$ cat config.mk
export PLATFORM = sky130hd
export DESIGN_NAME = lrsg_front
export DESIGN_NICKNAME = d
export VERILOG_FILES = /design/src/lrsg_pkg.sv /design/src/lrsg_front.sv
export SDC_FILE = /design/constraint.sdc
export NUM_CORES = 2
export LEC_CHECK = 0
export ABC_CLOCK_PERIOD_IN_PS = 9740
export CAP_MARGIN = 20
export CORE_MARGIN = 4
export CORE_UTILIZATION = 65
export CTS_CLUSTER_SIZE = 14
export DETAILED_ROUTE_END_ITERATION = 6
export DONT_BUFFER_PORTS = 1
export PLACE_DENSITY = 0.83
export SKIP_LAST_GASP = 1
export SYNTH_ARGS = -nofsm -noshare
export SYNTH_HDL_FRONTEND = slang
export SYNTH_SLANG_ARGS = --single-unit
$ cat constraint.sdc
create_clock -name clk -period 9.74 [get_ports clk]
set_input_delay 0.974 -clock clk [delete_from_list [all_inputs] [get_ports clk]]
set_output_delay 0.974 -clock clk [all_outputs]
set_load 0.02 [all_outputs]
$ cat src/lrsg_pkg.sv
// Package: types, constants and helpers for the late-reverb spectral gain block.
package lrsg_pkg;

  localparam int BINS = 512;
  localparam int TAPS = 8;
  localparam int BIN_W = $clog2(BINS);
  localparam int TAP_W = (TAPS > 1) ? $clog2(TAPS) : 1;
  localparam int HIST_DEPTH = BINS * TAPS;
  localparam int HIST_AW = $clog2(HIST_DEPTH);
  localparam int MAG_W = 17;
  localparam int SNR_W = 32;

  localparam logic [1:0] CFG_ETA   = 2'd0;
  localparam logic [1:0] CFG_ALPHA = 2'd1;
  localparam logic [1:0] CFG_BETA  = 2'd2;
  localparam logic [1:0] CFG_FLOOR = 2'd3;

  localparam logic [1:0] BETA_HALF = 2'd0;
  localparam logic [1:0] BETA_TWO  = 2'd2;

  localparam logic REQ_BIN  = 1'b0;
  localparam logic REQ_LOAD = 1'b1;

  typedef struct packed {
    logic        req_type;
    logic [8:0]  bin_index;
    logic signed [15:0] bin_re;
    logic signed [15:0] bin_im;
    logic [2:0]  tap_index;
    logic [15:0] tap_weight;
  } in_item_t;

  typedef struct packed {
    logic signed [15:0] out_re;
    logic signed [15:0] out_im;
    logic [15:0] out_gain;
    logic [8:0]  out_bin;
  } out_item_t;

  typedef struct packed {
    logic [15:0] eta;
    logic [31:0] alpha;
    logic [1:0]  beta;
    logic [15:0] gfloor;
  } cfg_t;

  // Classified work passed from front to back.
  typedef struct packed {
    logic [BIN_W-1:0] bin;
    logic signed [15:0] re;
    logic signed [15:0] im;
    logic [32:0] power;
    logic [TAP_W-1:0] slot;
  } job_t;

endpackage

$ cat src/lrsg_front.sv
// Front: accepts items, loads tap weights, computes power and frame slot, queues jobs.
module lrsg_front
  import lrsg_pkg::*;
(
  input  logic     clk,
  input  logic     rst_n,
  input  logic     in_valid,
  output logic     in_stall,
  input  in_item_t in_data,
  output logic     job_valid,
  input  logic     job_take,
  output job_t     job,
  output logic [TAPS-1:0][15:0] weights,
  input  logic     back_idle
);
  localparam int QD = 2;

  job_t q_r [QD];
  logic [1:0] cnt_r;
  logic rd_r, wr_r;
  logic [TAP_W-1:0] slot_r;
  logic [TAPS-1:0][15:0] wt_r;
  logic acc, push, pop;
  logic signed [31:0] pre, pim;
  job_t nj;

  // hold a weight load until every queued bin has finished
  assign in_stall = (cnt_r == 2'(QD)) ||
                    (in_valid && in_data.req_type == REQ_LOAD &&
                     (cnt_r != 2'd0 || !back_idle));
  assign acc = in_valid && !in_stall;
  assign push = acc && in_data.req_type == REQ_BIN && 32'(in_data.bin_index) < BINS;
  assign pop = job_valid && job_take;
  assign job_valid = (cnt_r != 2'd0);
  assign job = q_r[rd_r];
  assign weights = wt_r;

  always_comb begin
    pre = in_data.bin_re * in_data.bin_re;
    pim = in_data.bin_im * in_data.bin_im;
    nj.bin = BIN_W'(in_data.bin_index);
    nj.re = in_data.bin_re;
    nj.im = in_data.bin_im;
    nj.power = {1'b0, pre} + {1'b0, pim};
    nj.slot = slot_r;
  end

  always_ff @(posedge clk) begin
    if (!rst_n) begin
      cnt_r <= '0;
      rd_r <= 1'b0;
      wr_r <= 1'b0;
      slot_r <= '0;
      wt_r <= '0;
    end else begin
      if (acc && in_data.req_type == REQ_LOAD && 32'(in_data.tap_index) < TAPS) begin
        wt_r[TAP_W'(in_data.tap_index)] <= in_data.tap_weight;
      end
      if (push) begin
        q_r[wr_r] <= nj;
        wr_r <= ~wr_r;
        if (32'(in_data.bin_index) == BINS - 1) begin
          slot_r <= (32'(slot_r) == TAPS - 1) ? '0 : slot_r + 1'b1;
        end
      end
      if (pop) rd_r <= ~rd_r;
      cnt_r <= cnt_r + 2'(push) - 2'(pop);
    end
  end

`ifndef SYNTH
  a_cnt: assert property (@(posedge clk) disable iff (!rst_n) cnt_r <= 2'(QD))
    else $error("queue overflow");
  a_nopop: assert property (@(posedge clk) disable iff (!rst_n) cnt_r == 0 |-> !pop)
    else $error("pop from empty queue");
  a_stall: assert property (@(posedge clk) disable iff (!rst_n)
    cnt_r == 2'(QD) && !pop |=> cnt_r == 2'(QD))
    else $error("full queue drained without pop");
`endif
endmodule

==> impl_metrics.csv <==
group,metric,value,unit
setup_path,worstSetupStartpointType,"primary input",
setup_path,cp_max_fo,15,
global_routing,antenna_found_initial,1,
place,dp.cells,3446,
place,numPortBuffers,0,
yosys,synth_top_area_share,0.318,
cts,h-tree-depth,1,
yosys,synthesis.instances,2942,
hold_path,hold_class,"primary input to register",
place,gp_congestion,0.914,
setup_path,crit_slowest_cell,"fa_1",
cts,clk_path_buf_depth,3,
timing,setup_viol_count_final,0,
routing,routed_wl,65.8,mm
routing,drt_iter0_drc,1017,
yosys,synth_edf_count,154,
routing,wl_per_cell,18.8,µm
yosys,netlist_area,0.0300,mm²
timing,rsz0062_at_grt,"no",
setup_path,crit_top_cell,"fa_1",
floorplanning,rows,78,
yosys,yosysSeqAreaShare,0.245,
timing,period_needed,8.15,ns
yosys,ys_seq_elements,290,
global_routing,grt_overflow,0,
hold_path,hold_depth,0,
routing,vias_per_cell,5.65,
cts,hold_buffers,0,
routing,post-route-drc-count,0,
floorplanning,core-area,0.0455,mm²
cts,cts_tree,"built",
timing,hold_viol_final,0,
cts,cts_setup_buffers,0,
status,outcome,"finished, final reports clean",
global_routing,gr-usage-all-layers,0.269,
timing,skew,0.0117,ns
routing,ant_nets,0,
timing,fin_crit_sh,0.837,
routing,firstDrtPassIters,5,
yosys,synth_cell_types,67,
layout,nets,3629,
floorplanning,die_h,223,µm
yosys,synthFlopType,"edfxtp_1",
timing,fin_ws,1.59,ns
flow_run,maxCapViolCount,0,
floorplanning,dieArea,0.0496,mm²
yosys,async_reset_ff_frac,0,
timing,tns,0,ns
global_routing,grt_max_degree,139,
setup_path,crit_required,10.05,ns
setup_path,worst_setup_path_end_kind,"register",
setup_path,cp_slowest_stage_delay,0.58,ns
setup_path,cp_data_arrival_time,8.46,ns
layout,n_antenna_cell,0,
yosys,yosysTopAreaCell,"fa_1",
cts,cts_root_buf,"clkbuf_16",
cts,clk_pin_slew,0.06,ns
layout,mostFrequentLayoutCells,"inv_1 (668), fa_1 (476), nand2_1 (309)",
timing,tightest_slew,1.12,ns
timing,max_freq,123,MHz
global_routing,grt_pass1_vias,21800,
setup_path,critPathKind,"primary input to register",
yosys,synthesis.nets,3691,
routing,dr_total_vias,19800,
cts,cts-resized-gates,0,
floorplanning,die_w,223,µm
timing,slew_violations,0,
setup_path,reg2reg_depth,6,
cts,clkLatencyLatePin,0.57,ns
cts,cts_inserted_buffers,30,
yosys,synth_area_leaders,"fa_1 (32%), edfxtp_1 (15%), dfxtp_1 (9.1%), ha_1 (8.6%), inv_1 (8.4%)",
cts,numClockSinks,290,
place,place_worst_setup_slack,1.14,ns
floorplanning,io_pins,273,
yosys,avgSynthCellArea,10.2,µm²
global_routing,grt_pass1_wl,109,mm
layout,drive_above_1_share,0.0613,
layout,layout_commonest_cell,"inv_1",
timing,slew_headroom,0.250,
floorplanning,initial_core_util,0.659,
place,hpwlAfterDp,52.5,mm
yosys,yosys_warnings,0,
layout,area_delta_synth_final,4.89,%
layout,instances_no_fill,3503,
## flip-flops by register name, indices dropped and copies added, names as in the netlist, named ones only
register and flops:
slot_r 3, wr_r 1, cnt_r 2, q_r 154, rd_r 1, weights 128
## layout make-up
cell class,count,area [µm²]
multi-input cells,1881,19800
clock inverters,15,118
inverters,668,2510
well taps,600,751
clock buffers,40,843
repair buffers,9,111
flip-flops and latches,290,7350
fillers,3290,14000
## Yosys cell counts, types with 6 or more instances
| cell | instances |
|---|---|
| nor3_1 | 13 |
| a31o_2 | 6 |
| dfxtp_1 | 136 |
| fa_1 | 476 |
| o21bai_1 | 9 |
| and2_1 | 83 |
| edfxtp_1 | 154 |
| nand2_1 | 309 |
| nand3_1 | 15 |
| buf_2 | 7 |
| inv_1 | 668 |
| mux2i_1 | 68 |
| a21oi_2 | 9 |
| nor2_1 | 101 |
| a21boi_0 | 64 |
| clkbuf_1 | 89 |
| nand2b_1 | 20 |
| and3_1 | 16 |
| nand4_1 | 8 |
| or2_2 | 6 |
| a31oi_1 | 6 |
| a21o_1 | 32 |
| xnor2_1 | 84 |
| buf_1 | 7 |
| xor2_1 | 24 |
| o21ai_0 | 31 |
| mux2_2 | 79 |
| ha_1 | 207 |
| a21oi_1 | 57 |
| nor2b_1 | 81 |
| or3_1 | 7 |
| o21a_1 | 11 |
## worst paths after layout
check | slack (ns) | from | endpoint
max | 1.59 | in_data[43] | q_r[1][32]
min | 0.49 | in_data[57] | q_r[0][74]
max reg2reg | 6.81 | cnt_r[0] | q_r[0][48]
min reg2reg | 0.51 | slot_r[1] | q_r[0][1]
## critical path, delay by kind of cell
kind,cells,cell delay [ns]
xor+xnor,2,0.29
compound gates,13,2.50
buf+inv,3,0.30
simple gates,4,0.62
fa+ha+maj,8,3.76
## stage by stage
stage | hold WS [ns] | utilization | area (µm²)
2_1_floorplan | 0.451 | - | 30000
4_1_cts | 0.467 | 0.690 | 31400
6_report | 0.490 | 0.691 | 31400
3_3_place_gp | 0.467 | 0.669 | 30400
3_5_place_dp | 0.487 | 0.669 | 30400
5_1_grt | 0.460 | 0.691 | 31400
## cells by family after synthesis
kind of cell	count (synthesis)	share of synthesized area
xor+xnor	108	0.0316
mux	147	0.0524
fa+ha+maj	683	0.404
simple gates	672	0.105
buf+inv	771	0.0969
flops	290	0.245
compound gates	271	0.0644
## metal layers
| metal | vias up | part of all wire | wire, µm | GRT usage |
|---|---|---|---|---|
| met5 | - | 0 | 0 | 0 |
| met4 | 0 | 0.034 | 2260 | 0.0851 |
| met3 | 151 | 0.075 | 4950 | 0.0560 |
| met2 | 673 | 0.53 | 34800 | 0.492 |
| met1 | 10000 | 0.36 | 23700 | 0.318 |
| li1 | 8951 | - | - | - |
Power is not shown: default switching activity piles up to over one toggle a cycle in this logic, so the estimate is an artifact.
